<file path="config.mk">
export PLATFORM = sky130hd
export DESIGN_NAME = breakpoint_slot_table
export DESIGN_NICKNAME = d
export VERILOG_FILES = /design/src/bst_pkg.sv /design/src/bst_slot_mem.sv /design/src/bst_ctrl.sv /design/src/breakpoint_slot_table.sv
export SDC_FILE = /design/constraint.sdc
export NUM_CORES = 2
export LEC_CHECK = 0
export BUFFER_PORTS_ARGS = -buffer_cell sky130_fd_sc_hd__buf_4
export CAP_MARGIN = 20
export CELL_PAD_IN_SITES_DETAIL_PLACEMENT = 2
export CELL_PAD_IN_SITES_GLOBAL_PLACEMENT = 2
export CORE_MARGIN = 2
export CORE_UTILIZATION = 54
export DETAILED_ROUTE_END_ITERATION = 10
export PLACE_DENSITY_LB_ADDON = 0.1
export RECOVER_POWER = 100
export SYNTH_ARGS = -nofsm -noshare
export SYNTH_HDL_FRONTEND = slang
export SYNTH_SLANG_ARGS = --single-unit
</file>
<file path="constraint.sdc">
create_clock -name i_clk -period 18.9 [get_ports i_clk]
set_input_delay 3.78 -clock i_clk [delete_from_list [all_inputs] [get_ports i_clk]]
set_output_delay 3.78 -clock i_clk [all_outputs]
set_load 0.005 [all_outputs]
</file>
<file path="src/bst_pkg.sv">
`timescale 1ns / 1ps

package bst_pkg;

    localparam int GUESTS  = 2;
    localparam int SLOTS   = 16;
    localparam int ENTRY_N = GUESTS * SLOTS;
    localparam int GUEST_W = 1;
    localparam int SLOT_W  = (SLOTS > 1) ? $clog2(SLOTS) : 1;
    localparam int ENTRY_W = (ENTRY_N > 1) ? $clog2(ENTRY_N) : 1;
    localparam int CNT_W   = $clog2(SLOTS + 1);
    localparam int ADDR_W  = 32;
    localparam int WORD_W  = 32;
    localparam int KIND_W  = 3;
    localparam int STAT_W  = 2;

    typedef enum logic [1:0] {
        CMD_STORE = 2'd0,
        CMD_QUERY = 2'd1,
        CMD_CLEAN = 2'd2,
        CMD_NONE  = 2'd3
    } t_cmd;

    localparam logic [STAT_W-1:0] ST_NEW    = 2'd0;
    localparam logic [STAT_W-1:0] ST_MERGED = 2'd1;
    localparam logic [STAT_W-1:0] ST_FULL   = 2'd2;
    localparam logic [STAT_W-1:0] ST_FOUND  = 2'd0;
    localparam logic [STAT_W-1:0] ST_MISS   = 2'd1;
    localparam logic [STAT_W-1:0] ST_FREED  = 2'd0;
    localparam logic [STAT_W-1:0] ST_KEPT   = 2'd1;
    localparam logic [STAT_W-1:0] ST_GONE   = 2'd2;
    localparam logic [STAT_W-1:0] ST_BADCMD = 2'd3;

    typedef enum logic [1:0] {
        S_IDLE,
        S_SCAN,
        S_APPLY
    } t_state;

    typedef struct packed {
        t_cmd                command;
        logic [GUEST_W-1:0]  guest_id;
        logic [ADDR_W-1:0]   address;
        logic [KIND_W-1:0]   kind_mask;
        logic [WORD_W-1:0]   original_word;
    } t_req;

    typedef struct packed {
        logic [STAT_W-1:0]   status;
        logic [KIND_W-1:0]   kinds_out;
        logic [WORD_W-1:0]   saved_word;
    } t_res;

    typedef struct packed {
        logic [ADDR_W-1:0]   address;
        logic [KIND_W-1:0]   kinds;
        logic [WORD_W-1:0]   word;
    } t_slot;

    typedef struct packed {
        logic                en;
        logic [ENTRY_W-1:0]  addr;
    } t_rd_req;

    typedef struct packed {
        logic                en;
        logic [ENTRY_W-1:0]  addr;
        t_slot               data;
    } t_wr_req;

    function automatic logic [ENTRY_W-1:0] entry_of(input logic [GUEST_W-1:0] g,
                                                    input logic [SLOT_W-1:0] s);
        int e;
        e = int'(g) * SLOTS + int'(s);
        return ENTRY_W'(e);
    endfunction

    function automatic logic guest_ok(input logic [GUEST_W-1:0] g);
        return int'(g) < GUESTS;
    endfunction

endpackage

</file>
<file path="src/bst_slot_mem.sv">
`timescale 1ns / 1ps

module bst_slot_mem (
    input  logic             i_clk,
    input  bst_pkg::t_rd_req i_rd,
    input  bst_pkg::t_wr_req i_wr,
    output bst_pkg::t_slot   o_rd_data
);

    bst_pkg::t_slot r_mem [bst_pkg::ENTRY_N];
    bst_pkg::t_slot r_rd_data;

    always_ff @(posedge i_clk) begin
        if (i_wr.en) begin
            r_mem[i_wr.addr] <= i_wr.data;
        end
    end

    always_ff @(posedge i_clk) begin
        if (i_rd.en) begin
            r_rd_data <= r_mem[i_rd.addr];
        end
    end

    assign o_rd_data = r_rd_data;

endmodule

</file>
<file path="src/bst_ctrl.sv">
`timescale 1ns / 1ps

module bst_ctrl (
    input  logic             i_clk,
    input  logic             i_rst_n,
    input  logic             i_req_vld,
    input  bst_pkg::t_req    i_req,
    output logic             o_ready,
    input  logic             i_out_free,
    output logic             o_res_load,
    output bst_pkg::t_res    o_res,
    output bst_pkg::t_rd_req o_rd,
    input  bst_pkg::t_slot   i_rd_data,
    output bst_pkg::t_wr_req o_wr
);

    bst_pkg::t_state                 r_state, n_state;
    bst_pkg::t_req                   r_req;
    logic [bst_pkg::ENTRY_N-1:0]     r_valid;
    logic [bst_pkg::CNT_W-1:0]       r_cnt;
    logic                            r_chk;
    logic [bst_pkg::SLOT_W-1:0]      r_chk_slot;
    logic                            r_rd_valid;
    logic                            r_found;
    logic [bst_pkg::SLOT_W-1:0]      r_hit_slot;
    logic [bst_pkg::KIND_W-1:0]      r_hit_kinds;
    logic [bst_pkg::WORD_W-1:0]      r_hit_word;
    logic                            r_have_free;
    logic [bst_pkg::SLOT_W-1:0]      r_free_slot;

    logic                            accept;
    logic                            issue;
    logic                            hit;
    logic                            apply;
    logic [bst_pkg::SLOT_W-1:0]      scan_slot;
    logic                            valid_set;
    logic                            valid_clr;
    logic [bst_pkg::KIND_W-1:0]      merge_kinds;
    logic [bst_pkg::KIND_W-1:0]      clean_kinds;

    assign scan_slot   = r_cnt[bst_pkg::SLOT_W-1:0];
    assign hit         = r_chk && r_rd_valid && (i_rd_data.address == r_req.address);
    assign merge_kinds = r_hit_kinds | r_req.kind_mask;
    assign clean_kinds = r_hit_kinds & ~r_req.kind_mask;

    always_comb begin
        n_state = r_state;
        case (r_state)
            bst_pkg::S_IDLE: begin
                if (i_req_vld) begin
                    if (i_req.command != bst_pkg::CMD_NONE && bst_pkg::guest_ok(i_req.guest_id))
                        n_state = bst_pkg::S_SCAN;
                    else
                        n_state = bst_pkg::S_APPLY;
                end
            end
            bst_pkg::S_SCAN: begin
                if (r_cnt == bst_pkg::CNT_W'(bst_pkg::SLOTS) && r_chk) begin
                    n_state = bst_pkg::S_APPLY;
                end
            end
            bst_pkg::S_APPLY: begin
                if (i_out_free) begin
                    n_state = bst_pkg::S_IDLE;
                end
            end
            default: n_state = bst_pkg::S_IDLE;
        endcase
    end

    always_comb begin
        o_ready    = 1'b0;
        issue      = 1'b0;
        apply      = 1'b0;
        valid_set  = 1'b0;
        valid_clr  = 1'b0;
        o_wr       = '0;
        o_res      = '0;
        case (r_state)
            bst_pkg::S_IDLE: begin
                o_ready = 1'b1;
            end
            bst_pkg::S_SCAN: begin
                issue = (r_cnt < bst_pkg::CNT_W'(bst_pkg::SLOTS));
            end
            bst_pkg::S_APPLY: begin
                apply = i_out_free;
                o_wr.data.address = r_req.address;
                o_wr.data.word    = r_hit_word;
                o_wr.addr         = bst_pkg::entry_of(r_req.guest_id, r_hit_slot);
                case (r_req.command)
                    bst_pkg::CMD_STORE: begin
                        if (r_found) begin
                            o_wr.en          = apply;
                            o_wr.data.kinds  = merge_kinds;
                            o_res.status     = bst_pkg::ST_MERGED;
                            o_res.kinds_out  = merge_kinds;
                            o_res.saved_word = r_hit_word;
                        end else if (r_have_free) begin
                            o_wr.en          = apply;
                            o_wr.addr        = bst_pkg::entry_of(r_req.guest_id, r_free_slot);
                            o_wr.data.kinds  = r_req.kind_mask;
                            o_wr.data.word   = r_req.original_word;
                            valid_set        = apply;
                            o_res.status     = bst_pkg::ST_NEW;
                            o_res.kinds_out  = r_req.kind_mask;
                            o_res.saved_word = r_req.original_word;
                        end else begin
                            o_res.status     = bst_pkg::ST_FULL;
                        end
                    end
                    bst_pkg::CMD_QUERY: begin
                        if (r_found) begin
                            o_res.status     = bst_pkg::ST_FOUND;
                            o_res.kinds_out  = r_hit_kinds;
                            o_res.saved_word = r_hit_word;
                        end else begin
                            o_res.status     = bst_pkg::ST_MISS;
                        end
                    end
                    bst_pkg::CMD_CLEAN: begin
                        if (r_found) begin
                            o_wr.en          = apply;
                            o_wr.data.kinds  = clean_kinds;
                            o_res.saved_word = r_hit_word;
                            if (clean_kinds == '0) begin
                                valid_clr    = apply;
                                o_res.status = bst_pkg::ST_FREED;
                            end else begin
                                o_res.status    = bst_pkg::ST_KEPT;
                                o_res.kinds_out = clean_kinds;
                            end
                        end else begin
                            o_res.status = bst_pkg::ST_GONE;
                        end
                    end
                    default: begin
                        o_res.status = bst_pkg::ST_BADCMD;
                    end
                endcase
            end
            default: ;
        endcase
    end

    assign accept     = o_ready && i_req_vld;
    assign o_res_load = apply;
    assign o_rd.en    = issue;
    assign o_rd.addr  = bst_pkg::entry_of(r_req.guest_id, scan_slot);

    always_ff @(posedge i_clk) begin
        if (!i_rst_n) begin
            r_state <= bst_pkg::S_IDLE;
            r_valid <= '0;
            r_chk   <= 1'b0;
        end else begin
            r_state <= n_state;
            r_chk   <= issue;
            if (valid_set) begin
                r_valid[o_wr.addr] <= 1'b1;
            end
            if (valid_clr) begin
                r_valid[o_wr.addr] <= 1'b0;
            end
        end
    end

    always_ff @(posedge i_clk) begin
        if (accept) begin
            r_req       <= i_req;
            r_cnt       <= '0;
            r_found     <= 1'b0;
            r_have_free <= 1'b0;
        end else begin
            if (issue) begin
                r_cnt <= r_cnt + 1'b1;
            end
            if (hit && !r_found) begin
                r_found     <= 1'b1;
                r_hit_slot  <= r_chk_slot;
                r_hit_kinds <= i_rd_data.kinds;
                r_hit_word  <= i_rd_data.word;
            end
            if (r_chk && !r_rd_valid && !r_have_free) begin
                r_have_free <= 1'b1;
                r_free_slot <= r_chk_slot;
            end
        end
        if (issue) begin
            r_chk_slot <= scan_slot;
            r_rd_valid <= r_valid[o_rd.addr];
        end
    end

endmodule

</file>
<file path="src/breakpoint_slot_table.sv">
`timescale 1ns / 1ps
// Breakpoint slot table: per-guest slots holding an address, trap kinds and a saved word.
// Command transaction on the s_axis group: tuser carries command and guest, tdata carries
// address, kind mask and original instruction word. Each command gives exactly one result
// transaction on the m_axis group: status, trap kinds and saved word.
// One command at a time: after acceptance the sequencer reads the guest's slots one per
// cycle through a single read port of the slot memory and one address comparator, finds
// the first matching slot and the lowest free slot, then writes back and loads the result.
// The result is loaded after all SLOTS slots are scanned, and ready returns only after the
// result is loaded, so no command is accepted while another is in progress. An unused
// command code or an unknown guest skips the scan and answers as soon as the output is free.
// Reset clears all slot valid bits and the output valid flag; slot contents and output data are left as is.
// The result sits in an output register; if it is not taken, the next command is still
// accepted and scanned, and its write-back waits until the output register frees up.
module breakpoint_slot_table (
    input  logic        i_clk,
    input  logic        i_rst_n,
    input  logic        i_s_tvalid,
    output logic        o_s_tready,
    input  logic [71:0] i_s_tdata,  // address[31:0], kind_mask[34:32], original_word[66:35]
    input  logic [2:0]  i_s_tuser,  // command[1:0], guest_id[2]
    output logic        o_m_tvalid,
    input  logic        i_m_tready,
    output logic [39:0] o_m_tdata   // status[1:0], kinds_out[4:2], saved_word[36:5]
);

    bst_pkg::t_req     req;
    bst_pkg::t_res     res;
    bst_pkg::t_rd_req  rd;
    bst_pkg::t_wr_req  wr;
    bst_pkg::t_slot    rd_data;
    logic              res_load;
    logic              out_free;
    logic              r_out_vld;
    bst_pkg::t_res     r_out;

    assign req.command       = bst_pkg::t_cmd'(i_s_tuser[1:0]);
    assign req.guest_id      = i_s_tuser[2];
    assign req.address       = i_s_tdata[31:0];
    assign req.kind_mask     = i_s_tdata[34:32];
    assign req.original_word = i_s_tdata[66:35];

    assign out_free = !r_out_vld || i_m_tready;

    bst_ctrl u_ctrl (
        .i_clk      (i_clk),
        .i_rst_n    (i_rst_n),
        .i_req_vld  (i_s_tvalid),
        .i_req      (req),
        .o_ready    (o_s_tready),
        .i_out_free (out_free),
        .o_res_load (res_load),
        .o_res      (res),
        .o_rd       (rd),
        .i_rd_data  (rd_data),
        .o_wr       (wr)
    );

    bst_slot_mem u_mem (
        .i_clk     (i_clk),
        .i_rd      (rd),
        .i_wr      (wr),
        .o_rd_data (rd_data)
    );

    always_ff @(posedge i_clk) begin
        if (!i_rst_n) begin
            r_out_vld <= 1'b0;
        end else if (res_load) begin
            r_out_vld <= 1'b1;
        end else if (i_m_tready) begin
            r_out_vld <= 1'b0;
        end
    end

    always_ff @(posedge i_clk) begin
        if (res_load) begin
            r_out <= res;
        end
    end

    assign o_m_tvalid = r_out_vld;
    assign o_m_tdata  = {3'b000, r_out.saved_word, r_out.kinds_out, r_out.status};

    a_load_free: assert property (@(posedge i_clk) disable iff (!i_rst_n)
        res_load |-> (!r_out_vld || i_m_tready))
        else $error("result loaded over a pending result");

    a_accept_no_load: assert property (@(posedge i_clk) disable iff (!i_rst_n)
        (i_s_tvalid && o_s_tready) |-> !res_load)
        else $error("command accepted while a result is loaded");

    a_busy_after_accept: assert property (@(posedge i_clk) disable iff (!i_rst_n)
        (i_s_tvalid && o_s_tready) |=> !o_s_tready)
        else $error("ready right after a command was accepted");

    a_no_write_idle: assert property (@(posedge i_clk) disable iff (!i_rst_n)
        o_s_tready |-> (!wr.en && !rd.en))
        else $error("slot memory accessed while idle");

endmodule

</file>
==> results of run 1 <==
kinds of logic after synthesis:
logic type      count (synthesis)
mux                           728
fa+ha+maj                       2
simple gates                  436
flops                        2409
compound gates                476
other cells                     1
buf+inv                       262
xor+xnor                       35
through the flow:
| stage | setup WS, ns | hold slack [ns] | cells | instance area, sq um |
|---|---|---|---|---|
| floorplan | 8.550 | 0.4003 | 4351 | 91800 |
| global placement | 10.88 | 0.4015 | 6566 | 95860 |
==> flow_summary.toml, run 1 <==
[placed_design]
hpwl_um = 196200
port_buffers = 112
place.gp.congestion = 0.7644

[run_status]
error_line = "[ERROR DPL-0033] detailed placement checks failed during check placement."
failing_step = "detailed placement"
status = "did not finish"

[floorplan]
die_x_um = 416.3
num_io_pins = 121
rows = 151
initial_utilization_pct = 54.28
die-height_um = 416.3

[synth]
synth_area_sq_mm = 0.09179
synth_cell_types = 56
ys_warn_count = 0
yosysTopAreaCellShare_pct = 77.40
yosys.area_share.simple_pct = 2.141
synthAdderAreaFrac_pct = 0.02726
ys_seq_area_share_pct = 78.34
synth.top_cells.by_area = "edfxtp_1, mux4_2, mux2i_1, nand2_1, dfxtp_1"
synth_compound_area_share_pct = 3.735
synth-seq-cells = 2409
synth-edff-count = 2366
yosysTopAreaCell = "edfxtp_1"
avgSynthCellArea_sq_um = 21.11
muxShareOfSynthArea_pct = 14.12
yosysMostFrequentCell = "edfxtp_1"
yosys_most_used_dff = "edfxtp_1"
synthXorXnorAreaFrac_pct = 0.3340
synth-async-reset-ratio_pct = 0
netlist_top_cells_count = "edfxtp_1, mux4_2, nand2_1"
syn_inst = 4349
synth_top_family_by_area = "multiplexers"
==> run 2: changes to the inputs <==
--- a/config.mk
+++ b/config.mk
@@ -7,12 +7,10 @@
 export LEC_CHECK = 0
 export BUFFER_PORTS_ARGS = -buffer_cell sky130_fd_sc_hd__buf_4
 export CAP_MARGIN = 20
-export CELL_PAD_IN_SITES_DETAIL_PLACEMENT = 2
-export CELL_PAD_IN_SITES_GLOBAL_PLACEMENT = 2
 export CORE_MARGIN = 2
-export CORE_UTILIZATION = 54
+export CORE_UTILIZATION = 40
 export DETAILED_ROUTE_END_ITERATION = 10
-export PLACE_DENSITY_LB_ADDON = 0.1
+export PLACE_DENSITY_LB_ADDON = 0.15
 export RECOVER_POWER = 100
 export SYNTH_ARGS = -nofsm -noshare
 export SYNTH_HDL_FRONTEND = slang
==> flow_summary.toml, run 2 <==
[clock_network]
insertion_delay_ns = 0.91
cts_hold_buf = 0
cts_tree = "done"
clkTransAtPathRegs_ns = 0.06
cts_sinks = 2409
cts_buffers = 275
ctsRootBufferMaster = "clkbuf_16"
cts-resized-gates = 0
postCtsSetupRepairBufs = 0
cts_max_level = 5
clock_path_buffers = 4

[routing]
ant_nets = 0
via_count = 45220
viasPerCell = 5.771
drc = 0
wl_per_cell_um = 32.45
totalWireLength_um = 254300
first_pass_iters = 5
drt_iter0_markers = 5151

[floorplan]
die_x_um = 483.0
rows = 175
core-area_sq_mm = 0.2277
num_io_pins = 121
die-height_um = 483.0
initial_utilization_pct = 40.31
die-area_sq_mm = 0.2333

[grt]
grt_pass1_wl_um = 358300
grt_max_degree = 111
antenna_found_initial = 17
overflow = 0
track_usage_pct = 21.58
grt_pass1_vias = 46100

[flow_run]
drv_cap = 115

[synth]
avgSynthCellArea_sq_um = 21.11
synth.top_cells.by_area = "edfxtp_1, mux4_2, mux2i_1, nand2_1, dfxtp_1"
yosysTopAreaCellShare_pct = 77.40
ys_warn_count = 0
netlist_top_cells_count = "edfxtp_1, mux4_2, nand2_1"
syn_inst = 4349
synth-edff-count = 2366
yosys_most_used_dff = "edfxtp_1"
synth_area_sq_mm = 0.09179
synth_cell_types = 56
synth-seq-cells = 2409
synth-async-reset-ratio_pct = 0
yosysTopAreaCell = "edfxtp_1"
ys_seq_area_share_pct = 78.34
yosysMostFrequentCell = "edfxtp_1"

[placed_design]
port_buffers = 112
place_area_sq_mm = 0.09696
dp_slack_ns = 10.84
hpwl_um = 133700
dpl.cell_count = 7364
place.gp.congestion = 0.7475

[critical_path]
path_depth = 9
r2r_cells = 9
endpoint_kind = "flip-flop"
cpMostUsedCell = "clkbuf_1"
critPathSlowestCell = "clkbuf_1"
crit_arrival_ns = 13.38
cp_max_fo = 96
crit_chain = "clkbuf_1, clkbuf_1, buf_12, nor2_1, clkbuf_1, and3_1, a31oi_1, mux2i_1, nor2b_1"
cpPeakStageDelay_ns = 5.42
crit_path_start_kind = "flip-flop"
crit_buf_inv = 4
required_ns = 19.67
crit_type = "flip-flop to flip-flop"
cpLargestDelayFamily = "buffers and inverters"

[final_layout]
drive_gt1_share_pct = 21.07
syn_to_final_growth_pct = 13.35
final_cell_mix = "edfxtp_1, mux4_2, clkbuf_16"
largest_register_ffs = 2144
layout_commonest_cell = "edfxtp_1"
largest_register = "u_mem.r_mem"
fillers = 19250
layout.nets = 4731
fin_cells = 7836
design_area_sq_mm = 0.1040

[min_path]
whs_path_depth = 0
min_path_type = "flip-flop to flip-flop"

[pwr]
power_density_mw_per_mm2 = 115.2
peakVddDrop_uv = 111.1
p_comb_share_pct = 9.9
switching_share_pct = 23.12
p_int_mw = 9.212
p_switching_mw = 2.771
power_leakage_nw = 29.76
clockPowerShare_pct = 40.3
power_frac_seq_pct = 49.8

[sta]
min_period_over_period_pct = 66.71
fin_crit_ns = 12.61
fin_ws_ns = 6.291
hold_viol_final = 0
clock_skew_ns = 0.04101
grt_setup_unrepaired = "no"
tightest_slew_ns = 7.772
relSlewSlack_pct = -418.1
setup_viol = 0
max_freq_mhz = 79.31
setup_tns_ns = 0
maxSlewViolCount = 3301

[run_status]
violations = "max-capacitance violations, max-slew violations"
status = "complete, but fails checks"
run 2: final cells by class:
type	instances	area, sq um	area share [%]
Antenna cell	4	10.01	0.009621
Timing Repair Buffer	278	1584	1.522
Clock buffer	347	7247	6.965
Tap cell	3009	3765	3.619
Sequential cell	2409	71910	69.12
Multi-Input combinational cell	1680	18820	18.09
Clock inverter	103	675.6	0.6494
Inverter	6	26.28	0.02525
run 2: worst paths after layout:
| kind | from | end | slack (ns) |
|---|---|---|---|
| worst max-delay path | u_ctrl.r_cnt[2] | u_ctrl.r_state[0] | 6.29 |
| worst max register to register | u_ctrl.r_cnt[2] | u_ctrl.r_state[0] | 6.29 |
| worst min register to register | u_mem.o_rd_data[12] | u_ctrl.r_hit_word[12] | 0.42 |
| worst min-delay path | u_mem.o_rd_data[12] | u_ctrl.r_hit_word[12] | 0.42 |
run 2: routing by layer:
metal | vias to the layer above | share of wire, % | global-route usage, %
met3 | 369 | 5.7 | 2.992
li1 | 18710 | - | -
met4 | 0 | 2.5 | 5.669
met1 | 24600 | 43 | 30.05
met5 | - | 0 | 0
met2 | 1541 | 49 | 35.83
run 2: kinds of logic after synthesis:
| kind of cell | count (synthesis) | synth area share, % |
|---|---|---|
| AO/OA/AOI/OAI | 476 | 3.735 |
| XOR/XNOR | 35 | 0.3340 |
| adder cells (fa/ha/maj) | 2 | 0.02726 |
| buffers and inverters | 262 | 1.296 |
| flip-flops | 2409 | 78.34 |
| multiplexers | 728 | 14.12 |
| other | 1 | 0.004085 |
| AND/OR/NAND/NOR | 436 | 2.141 |
run 2: power groups by stage:
stage               sequential, mW  clock, mW  combinational (mW)
finish                        5.97       4.83                1.18
global route                  5.97       5.14                1.27
CTS                           5.97       4.94                1.20
detailed placement            6.08          0                1.20
global placement              6.08          0                1.20
floorplan                     6.04          0               0.838
run 2: metrics by stage:
step,util [%],power (mW),hold WS [ns]
3_3_place_gp,42.52,7.275,0.4023
6_report,45.69,11.98,0.4155
2_1_floorplan,-,6.881,0.4003
4_1_cts,46.06,12.11,0.4142
3_5_place_dp,42.58,7.279,0.4045
5_1_grt,45.69,12.38,0.4137
run 2: worst register-to-register path: cells and delay by family (launching register included):
| kind | cells | cell delay [ns] |
|---|---|---|
| buffers and inverters | 4 | 9.48 |
| AND/OR/NAND/NOR | 3 | 1.31 |
| flip-flops | 1 | 1.24 |
| AO/OA/AOI/OAI | 1 | 0.25 |
| multiplexers | 1 | 0.21 |
Note: power is estimated with default switching activity, not from simulation.
